[config.mk]
export PLATFORM = sky130hd
export DESIGN_NAME = websocket_frame_deframer
export DESIGN_NICKNAME = d
export VERILOG_FILES = /design/src/rtl/wsfd_pkg.sv /design/src/rtl/wsfd_parser.sv /design/src/rtl/wsfd_out_reg.sv /design/src/rtl/websocket_frame_deframer.sv
export SDC_FILE = /design/constraint.sdc
export NUM_CORES = 1
export LEC_CHECK = 0
export BUFFER_PORTS_ARGS = -buffer_cell sky130_fd_sc_hd__buf_2
export CELL_PAD_IN_SITES_DETAIL_PLACEMENT = 1
export CELL_PAD_IN_SITES_GLOBAL_PLACEMENT = 2
export CORE_ASPECT_RATIO = 2
export CORE_MARGIN = 1
export CORE_UTILIZATION = 37
export CTS_CLUSTER_SIZE = 28
export DETAILED_ROUTE_END_ITERATION = 8
export HOLD_SLACK_MARGIN = 0.1
export PLACE_DENSITY = 0.84
export SLEW_MARGIN = 0
export SYNTH_ARGS = -nofsm -noshare
export SYNTH_HDL_FRONTEND = slang
export SYNTH_SLANG_ARGS = --single-unit
[constraint.sdc]
create_clock -name clock -period 4.16 [get_ports clock]
set_clock_uncertainty 0.2 [all_clocks]
set_input_delay 0.208 -clock clock [delete_from_list [all_inputs] [get_ports clock]]
set_output_delay 0.208 -clock clock [all_outputs]
set_load 0.1 [all_outputs]
[src/rtl/wsfd_pkg.sv]
// Shared types and constants for the WebSocket frame deframer.
package wsfd_pkg;

   localparam int ByteWidth = 8;
   localparam int LenWidth  = 64;
   localparam int KeyWidth  = 32;

   localparam logic [3:0] OP_CLOSE = 4'h8;
   localparam logic [3:0] OP_PING  = 4'h9;
   localparam logic [3:0] OP_PONG  = 4'hA;

   localparam logic [6:0] LEN7_EXT16 = 7'd126;
   localparam logic [6:0] LEN7_EXT64 = 7'd127;

   localparam logic [3:0] EXT16_BYTES = 4'd2;
   localparam logic [3:0] EXT64_BYTES = 4'd8;
   localparam logic [3:0] KEY_BYTES   = 4'd4;

   typedef enum logic [2:0] {
      PH_HDR0    = 3'd0,
      PH_HDR1    = 3'd1,
      PH_EXTLEN  = 3'd2,
      PH_KEY     = 3'd3,
      PH_PAYLOAD = 3'd4
   } phase_type;

   typedef enum logic [1:0] {
      KIND_DATA  = 2'd0,
      KIND_CLOSE = 2'd1,
      KIND_PING  = 2'd2,
      KIND_PONG  = 2'd3
   } kind_type;

   typedef struct packed {
      logic                 valid;
      kind_type             kind;
      logic [ByteWidth-1:0] data;
      logic                 last;
      logic                 fin;
   } result_type;

endpackage

[src/rtl/wsfd_parser.sv]
// Header parser, length/key tracking and payload unmasking for one byte.
module wsfd_parser (
   input  logic                            clock,
   input  logic                            reset,
   input  logic                            step,
   input  logic [wsfd_pkg::ByteWidth-1:0]  byte_in,
   output wsfd_pkg::result_type            result
);

   wsfd_pkg::phase_type               phase_ff, phase_in;
   logic [3:0]                        opcode_ff, opcode_in;
   logic                              fin_ff, fin_in;
   logic                              mask_ff, mask_in;
   logic [3:0]                        hdr_left_ff, hdr_left_in;
   logic [wsfd_pkg::LenWidth-1:0]     remaining_ff, remaining_in;
   logic [wsfd_pkg::KeyWidth-1:0]     key_ff, key_in;
   logic [1:0]                        key_idx_ff, key_idx_in;

   logic                              is_control;
   logic [wsfd_pkg::ByteWidth-1:0]    key_byte;
   logic [wsfd_pkg::LenWidth-1:0]     remaining_dec;
   logic [3:0]                        hdr_left_dec;
   logic [6:0]                        len7;
   logic [3:0]                        op_new;
   logic                              op_new_control;

   assign is_control = (opcode_ff == wsfd_pkg::OP_CLOSE) || (opcode_ff == wsfd_pkg::OP_PING) ||
                       (opcode_ff == wsfd_pkg::OP_PONG);
   assign op_new = byte_in[3:0];
   assign op_new_control = (op_new == wsfd_pkg::OP_CLOSE) || (op_new == wsfd_pkg::OP_PING) ||
                           (op_new == wsfd_pkg::OP_PONG);
   assign remaining_dec = remaining_ff - {{(wsfd_pkg::LenWidth-1){1'b0}}, 1'b1};
   assign hdr_left_dec  = hdr_left_ff - 4'd1;
   assign len7          = byte_in[6:0];

   always_comb begin
      case (key_idx_ff)
         2'd0:    key_byte = key_ff[31:24];
         2'd1:    key_byte = key_ff[23:16];
         2'd2:    key_byte = key_ff[15:8];
         2'd3:    key_byte = key_ff[7:0];
         default: key_byte = key_ff[31:24];
      endcase
   end

   // Next state
   always_comb begin
      phase_in     = phase_ff;
      opcode_in    = opcode_ff;
      fin_in       = fin_ff;
      mask_in      = mask_ff;
      hdr_left_in  = hdr_left_ff;
      remaining_in = remaining_ff;
      key_in       = key_ff;
      key_idx_in   = key_idx_ff;
      case (phase_ff)
         wsfd_pkg::PH_HDR1: begin
            mask_in = byte_in[7];
            if (len7 == wsfd_pkg::LEN7_EXT16) begin
               remaining_in = '0;
               hdr_left_in  = wsfd_pkg::EXT16_BYTES;
               phase_in     = wsfd_pkg::PH_EXTLEN;
            end else if (len7 == wsfd_pkg::LEN7_EXT64) begin
               remaining_in = '0;
               hdr_left_in  = wsfd_pkg::EXT64_BYTES;
               phase_in     = wsfd_pkg::PH_EXTLEN;
            end else begin
               remaining_in = {{(wsfd_pkg::LenWidth-7){1'b0}}, len7};
               if (byte_in[7]) begin
                  hdr_left_in = wsfd_pkg::KEY_BYTES;
                  phase_in    = wsfd_pkg::PH_KEY;
               end else if (len7 == 7'd0) begin
                  phase_in = wsfd_pkg::PH_HDR0;
               end else begin
                  phase_in = wsfd_pkg::PH_PAYLOAD;
               end
            end
         end
         wsfd_pkg::PH_EXTLEN: begin
            // shift in big-endian length bytes
            remaining_in = {remaining_ff[wsfd_pkg::LenWidth-9:0], byte_in};
            hdr_left_in  = hdr_left_dec;
            if (hdr_left_dec == 4'd0) begin
               if (mask_ff) begin
                  hdr_left_in = wsfd_pkg::KEY_BYTES;
                  phase_in    = wsfd_pkg::PH_KEY;
               end else if (remaining_in == '0) begin
                  phase_in = wsfd_pkg::PH_HDR0;
               end else begin
                  phase_in = wsfd_pkg::PH_PAYLOAD;
               end
            end
         end
         wsfd_pkg::PH_KEY: begin
            key_in      = {key_ff[wsfd_pkg::KeyWidth-9:0], byte_in};
            hdr_left_in = hdr_left_dec;
            if (hdr_left_dec == 4'd0) begin
               phase_in = (remaining_ff == '0) ? wsfd_pkg::PH_HDR0 : wsfd_pkg::PH_PAYLOAD;
            end
         end
         wsfd_pkg::PH_PAYLOAD: begin
            if (mask_ff) begin
               key_idx_in = key_idx_ff + 2'd1;
            end
            remaining_in = remaining_dec;
            if (remaining_dec == '0) begin
               phase_in = wsfd_pkg::PH_HDR0;
            end
         end
         default: begin
            fin_in       = byte_in[7];
            opcode_in    = op_new;
            mask_in      = 1'b0;
            key_in       = '0;
            key_idx_in   = 2'd0;
            hdr_left_in  = 4'd0;
            remaining_in = '0;
            phase_in     = wsfd_pkg::PH_HDR1;
         end
      endcase
   end

   // Result
   always_comb begin
      result       = '0;
      result.kind  = wsfd_pkg::KIND_DATA;
      case (phase_ff)
         wsfd_pkg::PH_HDR1, wsfd_pkg::PH_EXTLEN, wsfd_pkg::PH_KEY: begin
            result.valid = 1'b0;
         end
         wsfd_pkg::PH_PAYLOAD: begin
            result.valid = !is_control;
            result.data  = byte_in ^ (mask_ff ? key_byte : '0);
            result.last  = (remaining_dec == '0);
            result.fin   = fin_ff;
         end
         default: begin
            result.valid = op_new_control;
            result.fin   = byte_in[7];
            if (op_new == wsfd_pkg::OP_CLOSE) begin
               result.kind = wsfd_pkg::KIND_CLOSE;
            end else if (op_new == wsfd_pkg::OP_PING) begin
               result.kind = wsfd_pkg::KIND_PING;
            end else begin
               result.kind = wsfd_pkg::KIND_PONG;
            end
         end
      endcase
   end

   always_ff @(posedge clock) begin
      if (reset) begin
         phase_ff     <= wsfd_pkg::PH_HDR0;
         opcode_ff    <= 4'd0;
         fin_ff       <= 1'b0;
         mask_ff      <= 1'b0;
         hdr_left_ff  <= 4'd0;
         remaining_ff <= '0;
         key_ff       <= '0;
         key_idx_ff   <= 2'd0;
      end else if (step) begin
         phase_ff     <= phase_in;
         opcode_ff    <= opcode_in;
         fin_ff       <= fin_in;
         mask_ff      <= mask_in;
         hdr_left_ff  <= hdr_left_in;
         remaining_ff <= remaining_in;
         key_ff       <= key_in;
         key_idx_ff   <= key_idx_in;
      end
   end

   a_payload_nonzero: assert property (@(posedge clock) disable iff (reset)
      phase_ff == wsfd_pkg::PH_PAYLOAD |-> remaining_ff != '0)
      else $error("payload phase with zero bytes remaining");

   a_header_count: assert property (@(posedge clock) disable iff (reset)
      (phase_ff == wsfd_pkg::PH_EXTLEN || phase_ff == wsfd_pkg::PH_KEY) |-> hdr_left_ff != 4'd0)
      else $error("extended header phase with no bytes left");

   a_event_clean: assert property (@(posedge clock) disable iff (reset)
      (result.valid && result.kind != wsfd_pkg::KIND_DATA) |->
         (result.data == '0 && !result.last && phase_ff == wsfd_pkg::PH_HDR0))
      else $error("event result outside first header byte or with payload marks");

   a_key_idx_unmasked: assert property (@(posedge clock) disable iff (reset)
      (phase_ff == wsfd_pkg::PH_PAYLOAD && !mask_ff) |-> key_idx_ff == 2'd0)
      else $error("key index moved in an unmasked frame");

endmodule

[src/rtl/wsfd_out_reg.sv]
// Result register driving the master-side stream.
module wsfd_out_reg (
   input  logic                           clock,
   input  logic                           reset,
   input  logic                           load,
   input  wsfd_pkg::result_type           result,
   input  logic                           rsp_tready,
   output logic                           rsp_tvalid,
   output logic [wsfd_pkg::ByteWidth-1:0] rsp_tdata,
   output logic                           rsp_tlast,
   output logic [2:0]                     rsp_tuser,
   output logic                           can_load
);

   logic                 valid_ff, valid_in;
   wsfd_pkg::result_type data_ff;

   assign can_load = !valid_ff || rsp_tready;

   // drop the held result once taken, replace it when a new byte is processed
   always_comb begin
      if (can_load) begin
         valid_in = load && result.valid;
      end else begin
         valid_in = valid_ff;
      end
   end

   always_ff @(posedge clock) begin
      if (reset) begin
         valid_ff <= 1'b0;
      end else begin
         valid_ff <= valid_in;
      end
   end

   always_ff @(posedge clock) begin
      if (can_load && load) begin
         data_ff <= result;
      end
   end

   assign rsp_tvalid = valid_ff;
   assign rsp_tdata  = data_ff.data;
   assign rsp_tlast  = data_ff.last;
   assign rsp_tuser  = {data_ff.fin, data_ff.kind};

   a_load_only_when_free: assert property (@(posedge clock) disable iff (reset)
      (valid_ff && !rsp_tready) |=> (valid_ff && $stable(data_ff)))
      else $error("held result changed while stalled");

   a_no_load_when_blocked: assert property (@(posedge clock) disable iff (reset)
      load |-> can_load)
      else $error("byte processed while result register blocked");

   a_data_result_last: assert property (@(posedge clock) disable iff (reset)
      (valid_ff && data_ff.kind != wsfd_pkg::KIND_DATA) |-> !data_ff.last)
      else $error("event result carries last mark");

endmodule

[src/rtl/websocket_frame_deframer.sv]
// Path: input register, parser, result register, rsp_. Throughput: one byte per cycle
//   unless rsp_ stalls; input register, parser and result register advance together,
//   so a stall on rsp_ holds at most one byte in the input register.
// Reset (synchronous, active high): parser returns to the first header byte with
//   length, key and flags cleared; both stream registers empty.
// Top level: WebSocket frame deframer, byte in, unmasked payload or event out.
module websocket_frame_deframer (
   input  logic                           clock,
   input  logic                           reset,
   input  logic                           req_tvalid,
   output logic                           req_tready,
   input  logic [wsfd_pkg::ByteWidth-1:0] req_tdata,   // [7:0] in_byte
   output logic                           rsp_tvalid,
   input  logic                           rsp_tready,
   output logic [wsfd_pkg::ByteWidth-1:0] rsp_tdata,   // [7:0] out_byte
   output logic                           rsp_tlast,   // out_last
   output logic [2:0]                     rsp_tuser    // [1:0] out_kind, [2] out_final
);

   logic                           in_valid_ff, in_valid_in;
   logic [wsfd_pkg::ByteWidth-1:0] in_byte_ff;
   logic                           can_load;
   logic                           advance;
   wsfd_pkg::result_type           result;

   assign advance    = in_valid_ff && can_load;
   assign req_tready = !in_valid_ff || advance;

   always_comb begin
      if (req_tready) begin
         in_valid_in = req_tvalid;
      end else begin
         in_valid_in = in_valid_ff;
      end
   end

   always_ff @(posedge clock) begin
      if (reset) begin
         in_valid_ff <= 1'b0;
      end else begin
         in_valid_ff <= in_valid_in;
      end
   end

   always_ff @(posedge clock) begin
      if (req_tready && req_tvalid) begin
         in_byte_ff <= req_tdata;
      end
   end

   wsfd_parser u_parser (
      .clock   (clock),
      .reset   (reset),
      .step    (advance),
      .byte_in (in_byte_ff),
      .result  (result)
   );

   wsfd_out_reg u_out_reg (
      .clock      (clock),
      .reset      (reset),
      .load       (advance),
      .result     (result),
      .rsp_tready (rsp_tready),
      .rsp_tvalid (rsp_tvalid),
      .rsp_tdata  (rsp_tdata),
      .rsp_tlast  (rsp_tlast),
      .rsp_tuser  (rsp_tuser),
      .can_load   (can_load)
   );

   a_hold_blocked_byte: assert property (@(posedge clock) disable iff (reset)
      (in_valid_ff && !can_load) |=> (in_valid_ff && $stable(in_byte_ff)))
      else $error("pending byte lost while result register blocked");

   a_ready_when_empty: assert property (@(posedge clock) disable iff (reset)
      !in_valid_ff |-> req_tready)
      else $error("input not ready while input register empty");

   a_advance_clears: assert property (@(posedge clock) disable iff (reset)
      (advance && !req_tvalid) |=> !in_valid_ff)
      else $error("processed byte stayed in input register");

endmodule
After elaboration in Yosys (flattened, before gate mapping)
Index checks and enable logic that the tools add are counted.
{"block": "op_classes", "n_addsub": 3, "eq_ne": 20, "muxes": 30, "bitwise": 7, "n_reduce_logical": 31}
{"operator": "64-bit case mux with 4 select lines", "count": 1}
{"operator": "64-bit logical NOT", "count": 3}
{"operator": "64-bit 2-to-1 mux", "count": 1}
{"operator": "32-bit case mux with 2 select lines", "count": 1}
{"operator": "64-bit by 1-bit subtractor with 64-bit output (second input constant)", "count": 1}
{"operator": "8-bit case mux with 4 select lines", "count": 1}
{"operator": "3-bit 2-to-1 mux", "count": 10}
{"operator": "4-bit == test (second input constant)", "count": 6}
{"operator": "4-bit 2-to-1 mux", "count": 5}
{"operator": "4-bit case mux with 4 select lines", "count": 1}
{"operator": "7-bit == test (second input constant)", "count": 2}
{"operator": "3-bit case mux with 4 select lines", "count": 1}
{"operator": "3-bit OR reduction", "count": 3}
{"operator": "8-bit 2-to-1 mux", "count": 1}
{"operator": "2-bit by 1-bit inequality test with 1-bit output (second input constant)", "count": 4}
{"operator": "2-bit AND reduction", "count": 4}
{"operator": "8-bit XOR", "count": 1}
{"operator": "7-bit logical NOT", "count": 1}
{"operator": "7-bit 2-to-1 mux", "count": 1}
{"operator": "3-bit by 2-bit == test with 1-bit output (second input constant)", "count": 2}
{"operator": "1-bit logical OR", "count": 6}
{"operator": "1-bit NOT", "count": 6}
{"operator": "1-bit case mux with 2 select lines", "count": 3}
{"operator": "3-bit AND reduction", "count": 2}
{"operator": "other kinds (17)", "count": 24}
{"block": "totals", "ff_bits": 133, "inputBits": 12, "output_inout_bits": 14, "word_cells": 107}

Logic depth before layout (Yosys ltp)
Gate-level depths: netlist of the first run.
{"block": "depth", "word_depth": 6, "ltp_mapped": 12, "ltp_nobuf": 10}

Modules after synthesis
A second synthesis of the first run with hierarchy kept.
{"block": "unflattened", "hier_cells": 1016, "hier_area_um2": 7946.4}
{"module": "wsfd_parser", "instances": 1, "cells_each": 985, "area_per_inst_um2": 7231.9, "seq_area_each_um2": 2222.1}
{"module": "wsfd_out_reg", "instances": 1, "cells_each": 17, "area_per_inst_um2": 411.6, "seq_area_each_um2": 380.4}
{"module": "websocket_frame_deframer", "instances": 1, "cells_each": 14, "area_per_inst_um2": 302.8, "seq_area_each_um2": 260.2}

Worst setup path after synthesis of the first run
Ideal clock, no wire load.
{"block": "synth_timing", "kind": "register to register", "from": "register u_parser.remaining_ff[0] in the netlist's numbering", "to": "register u_parser.phase_ff[2]", "setup_time_ns": 0.120, "arrival_ns": 2.905, "required_time_ns": 3.840, "path_slack_ns": 0.936, "path_stages_with_launch": 13, "n_path_buf": 2, "synth_period_minus_slack_ns": 3.224, "cell_sequence": "dfxtp_1 -> clkbuf_1 -> inv_1 -> ha_1 -> or3b_2 -> clkbuf_1 -> nand2_1 -> a311o_1 -> a311o_1 -> or4_1 -> nor3_1 -> nand4_1 -> o31a_1"}
{"block": "synth_between", "elab_chain_len": 5, "elab_cells_between_ends": 12, "classes_between": "add/sub (1); eq/ne (1); mux (6); reduce/logical (4)"}
{"element": "from (decl)", "line": "wsfd_parser.sv:15", "source": "logic [wsfd_pkg::LenWidth-1:0] remaining_ff, remaining_in;"}
{"element": "from (signal assigned)", "line": "wsfd_parser.sv:167", "source": "remaining_ff <= remaining_in;"}
{"element": "parallel branches: the longest is 5 deep, another holds 64-bit by 1-bit subtractor with 64-bit output"}
{"element": "to (signal assigned)", "line": "wsfd_parser.sv:153", "source": "phase_ff <= wsfd_pkg::PH_HDR0;"}
{"element": "to (signal assigned)", "line": "wsfd_parser.sv:162", "source": "phase_ff <= phase_in;"}
{"element": "to (decl)", "line": "wsfd_parser.sv:10", "source": "wsfd_pkg::phase_type phase_ff, phase_in;"}
Several ways; the timed one is not identified. The select of a mux whose other input is x is not followed.
A chain may end at the register's enable or synchronous reset.

Final worst setup path of the first run
{"block": "layout_timing", "from": "register u_parser.remaining_ff[49] in the netlist's numbering", "to": "register u_parser.phase_ff[2]"}
Same word-level chain as after synthesis.

==> metrics.txt, run 1 <==
outcome complete, no violations; later-pin clock latency in the skew report 450 ps; Synth Warn # 0; PwrDens 440 mW/mm²; Post-synth EDFFs 20; largest net degree at the start of global routing 86; synthesis-stage register bit count 133; vias 8096; num rows 75; core box area 0.0211 mm²; most area-hungry cell type in the Yosys netlist dfxtp_1; Hold Path Class primary input to flop; # diodes 0; Routed WL slightly above 30000 µm; unrepaired setup endpoints after global routing no; critical path required time 4300 ps; Clk pin slew, worst setup/hold paths 60 ps; Startpoint Class flop; crit path max fanout 6; final worst-path cycle share 0.897; Tightest Pin Transition 1060 ps; deepest level of the CTS H-tree 4; hpwl dp roughly 22000 µm; first-pass GRT wire length 47400 µm; Starting Density 0.379; TritonCTS Sinks 133; main flop type after synthesis dfxtp_1; most frequent cells in the layout nor2_1, nand2_1, dfxtp_1; DR WL/cell 23.3 µm; post-CTS setup buffer count 0; CTS tree yes; Placer Congestion approximately 0.94; most common cell after layout, fill and taps aside nor2_1; fill cell count about 2.6k; kind of critical path flop to flop; Mean Syn Cell Area 7.62 µm²; GRT Residual Overflow 0; Pleak 3.34 nW; nets 1058; area share of the largest cell type after synthesis 0.283; WP data arrival 3870 ps; Async SR Flop Fraction 0; io pins 26; total track usage 0.286; Mapped Area around 0.0080 mm²; post-route DRC violation count 0; Slew Limit Fails 0; Die ar. 0.0222 mm²; P&R area growth vs syn 12.6%; vias in the first global route 8497; Final Util 0.426; clock buffer depth 2; setup TNS 0 ps; final std cells w/o fill 1319; delay-heaviest family, CP simple AND/OR/NAND/NOR gates; Antenna Nets Post-Route 0; drt pass-1 iters 6; Num CTS Buffers 17; critical-path cell with the highest stage delay nor3_1; I/O Buffers 25; crit-path max cell delay around 820 ps; sequential fraction of the synthesis area 0.358; count of unique library cells instantiated by Yosys 62; CTS root buffer clkbuf_16; Cells after Synth 1049; Via density 6.14; VDD IR-drop max 0.359 mV; Final Setup Violations 0; CP bufs+invs 0; share of layout cells above drive strength 1 0.110; Crit. End Element flop; fmax about 270 MHz; Vert. Die Dim approximately 210 µm; critical-path cell list or3_1 > or4_1 > nor3_1 > nand3_1 > xnor2_1 > nor4_1 > nand4_1 > o31a_1; Final Hold Viols 0; top cells by area, synth dfxtp_1, edfxtp_1, nor2_1; Slew HR 0.290; initial antenna violation count 0; maxcap violations 0; Post-Place Cells between 1k and 1.5k; Die X 106 µm; Syn Nets 1070; initial DRC count between 400 and 500; post-route minimum period between 3000 and 4000 ps
## metal layers
layer | wire (µm) | global-route usage | vias up
li1 | - | - | 3724
met1 | 10100 | 0.250 | 4009
met2 | 17000 | 0.542 | 235
met3 | 944 | 0.0475 | 128
met4 | 2710 | 0.258 | 0
met5 | 0 | 0 | -
## per-stage QoR
stage	total power, W	hold WS (ps)	instance area (µm²)	setup WS [ps]
2_1_floorplan	0.00220	107	8000	936
3_3_place_gp	0.00255	185	8360	548
3_5_place_dp	0.00256	187	8360	499
4_1_cts	0.00398	191	9000	474
5_1_grt	0.00412	226	9000	292
6_report	0.00397	186	9000	429
## worst register-to-register path, delay by kind of cell, from the launching register on
kind | cells | cell delay, ps
AND/OR/NAND/NOR | 6 | 2580
flip-flops | 1 | 370
AO/OA/AOI/OAI | 1 | 280
XOR/XNOR | 1 | 190
## synth_stat cells (6+ instances only)
cell type and n:
a211oi_1 6, nand2b_1 6, or2_2 6, nor2_1 138, nor3_1 33, or3_1 12
nor4_1 27, a22oi_1 65, nor4b_1 7, edfxtp_1 20, o21ai_0 68, mux2i_1 9
or4_1 11, clkbuf_1 94, dfxtp_1 113, nand2_1 124, xnor2_1 35, a22o_1 12
a21oi_1 56, ha_1 9, inv_1 12, a222oi_1 8, xor2_1 32, nand3_1 47
nand4_1 21
## power breakdown
group,internal (W),leakage (nW),switching [W]
sequential,0.00134,1.10,0.0000578
clock,0.000794,0.262,0.000606
combinational,0.000406,1.97,0.000764
total,0.00254,3.34,0.00143
## registers in the layout (all words and copies together), names as in the netlist
register and cells:
u_parser.opcode_ff 4, u_parser.key_idx_ff 2, u_parser.phase_ff 3, u_parser.remaining_ff 64, u_parser.fin_ff 1, u_out_reg.rsp_tvalid 1
u_out_reg.rsp_tuser 3, in_byte_ff 8, u_parser.mask_ff 1, in_valid_ff 1, u_out_reg.rsp_tdata 8, u_parser.key_ff 32
u_out_reg.rsp_tlast 1, u_parser.hdr_left_ff 4
## cells by family (layout without fill, tap and decap cells)
family	after synthesis	in the layout	share of synthesized area
flip-flops	133	133	0.358
adder cells (fa/ha/maj)	9	9	0.0141
multiplexers	11	11	0.0141
buffers and inverters	116	117	0.0573
AND/OR/NAND/NOR	466	466	0.281
AO/OA/AOI/OAI	247	247	0.202
XOR/XNOR	67	67	0.0734
## cell type report
class                   count  area, µm²  share of cell area
clock buffers              22        464              0.0516
clock inverters            10       72.6             0.00806
inverters                  14       52.6             0.00584
multi-input cells         800       4710               0.524
flip-flops and latches    133       2860               0.318
well taps                 269        337              0.0374
repair buffers             71        500              0.0556
## path summary, 6_finish.rpt
check | startpoint | slack, ps | depth (start not counted) | to
worst min-delay path | reset | 190 | 2 | u_parser.remaining_ff[3]$_SDFFE_PP0P_
worst max-delay path | u_parser.remaining_ff[49]$_SDFFE_PP0P_ | 430 | 8 | u_parser.phase_ff[2]$_SDFFE_PP0P_
worst max register to register | u_parser.remaining_ff[49]$_SDFFE_PP0P_ | 430 | 8 | u_parser.phase_ff[2]$_SDFFE_PP0P_
worst min register to register | u_parser.key_ff[31]$_SDFFE_PP0P_ | 250 | 2 | u_parser.key_ff[31]$_SDFFE_PP0P_
## timing repair
action	CTS	global route
endpoints found under the hold margin	18	0
hold buffers	11	0
gates resized for setup	0	0
Note: power is estimated with default switching activity, not from simulation.
==> run 2, diff against run 1 <==
- BUFFER_PORTS_ARGS: -buffer_cell sky130_fd_sc_hd__buf_2 -> -buffer_cell sky130_fd_sc_hd__buf_4
==> run 2 against run 1 <==
Against the previous run:
- first-iteration DRC count down 7.5%
- non-clock buffer count grew 2
- final cell count is 0.15% higher
- via count about the same
- critical endpoint unchanged
- core utilization increased by 0.69 points
- largest power group is now clock
- maximum frequency is 7.3% lower
- clock power grew 11%
==> metrics.txt, run 2 (same netlist as run 1, synthesis figures left out) <==
outcome complete, no violations; Antenna Nets Post-Route 0; Final Hold Viols 0; CTS root buffer clkbuf_16; WP data arrival between 4000 and 5000 ps; unrepaired setup endpoints after global routing no; FF/Latch Area around 0.0029 mm²; max reg flops 64; met3 wire len roughly 840 µm; fmax 248 MHz; HP Start u_parser.key_ff[31]$_SDFFE_PP0P_; GRT Residual Overflow 0; PostCTS Resize Cnt 0; Num CTS Buffers 17; Psw 0.00149 W; fill cell count 2585; Hold Slack about 250 ps; most frequent cells in the layout nor2_1, nand2_1, dfxtp_1; DP Area between 0.008 and 0.009 mm²; post-route minimum period 4030 ps; Pleak 3.40 nW; clock buffer depth 2; critical path required time between 4000 and 5000 ps; final worst-path cycle share 0.968; initial DRC count 383; setup TNS 0 ps; Crit. End Element flop; Slew Limit Fails 0; hpwl dp 21600 µm; vias about 8.1k; Post-Route M1 WL 10200 µm; DR WL/cell about 23 µm; Hold Buf Count CTS 12; Vert. Die Dim 210 µm; P&R area growth vs syn 14.4%; nets about 1.1k; kind of critical path flop to flop; worst slack at placement 400 ps; Starting Density 0.379; top routing layer used met4; Startpoint Class flop; Slew HR 0.379; VDD IR-drop max between 0.3 and 0.4 mV; r2r startpoint u_parser.remaining_ff[49]$_SDFFE_PP0P_; Pint 0.00264 W; I/O Buffers 25; later-pin clock latency in the skew report 460 ps; Finished Cell Area 0.00915 mm²; Seq pwr share 0.338; most common cell after layout, fill and taps aside nor2_1; drt pass-1 iters 5; deepest level of the CTS H-tree 4; Final WS setup 134 ps; Routed WL 30500 µm; initial antenna violation count 0; first-pass GRT wire length roughly 48000 µm; share of layout cells above drive strength 1 0.114; largest net degree at the start of global routing 65; core box area 0.0211 mm²; met2 WL 17100 µm; CTS tree yes; Tightest Pin Transition 924 ps; Hold Path Class flop to flop; post-route DRC violation count 0; Final Setup Violations 0; biggest registers after layout u_parser.remaining_ff: 64 flops, u_parser.key_ff: 32 flops; num rows 75; io pins 26; maxcap violations 0; Net Sw Frac 0.361; crit path launch u_parser.remaining_ff[49]$_SDFFE_PP0P_; post-CTS setup buffer count 0; # diodes 0; crit path max fanout 6; Die ar. 0.0222 mm²; largest register by flop count u_parser.remaining_ff; Via density 6.12; total track usage 0.290; Placer Congestion roughly 0.94; Die X 106 µm; vias in the first global route 8699; TritonCTS Sinks between 100 and 150; combinational fraction of design power 0.285; Clock power frac 0.376; Clk pin slew, worst setup/hold paths approximately 70 ps; Final Util 0.433; area of the multi-input gates 0.00471 mm²; PwrDens about 450 mW/mm²
[run 2: cell type report]
class	instances	area share
multi-input combinational	800	0.515
sequential	133	0.313
timing repair buffer	73	0.0632
clock buffer	20	0.0547
tap	269	0.0368
clock inverter	12	0.0114
inverter	14	0.00574
[run 2: worst paths after layout]
check / cells past startpoint / slack (ps) / endpoint
setup reg to reg: 8 / 130 / u_parser.phase_ff[2]$_SDFFE_PP0P_
hold reg to reg: 2 / 250 / u_parser.key_ff[31]$_SDFFE_PP0P_
hold / removal: 2 / 250 / u_parser.key_ff[31]$_SDFFE_PP0P_
setup / recovery: 8 / 130 / u_parser.phase_ff[2]$_SDFFE_PP0P_
[run 2: critical path: stages, from the launching register on]
cell	delay, ps
dfxtp_1	380
or3_1	460
or4_1	640
nor3_1	810
nand2_1	150
xor2_1	480
and3_1	360
nand4_1	150
o31a_1	290
[run 2: power groups by stage]
stage | combinational, W | sequential (W) | clock, W
floorplan | 0.000765 | 0.00143 | 0
global placement | 0.00114 | 0.00142 | 0
finish | 0.00118 | 0.00139 | 0.00155
CTS | 0.00116 | 0.00139 | 0.00159
detailed placement | 0.00114 | 0.00142 | 0
global route | 0.00126 | 0.00140 | 0.00163
[run 2: per-stage QoR]
step / power [W] / instances
after global placement: 0.00256 / 1277
after CTS: 0.00414 / 1321
after floorplan: 0.00220 / 1049
final: 0.00412 / 1321
after detailed placement: 0.00256 / 1277
after global routing: 0.00429 / 1321
[run 2: routing by layer]
metal	track usage	vias up
met5	0	-
met4	0.231	0
met3	0.0509	135
met2	0.557	211
met1	0.256	4008
li1	-	3736
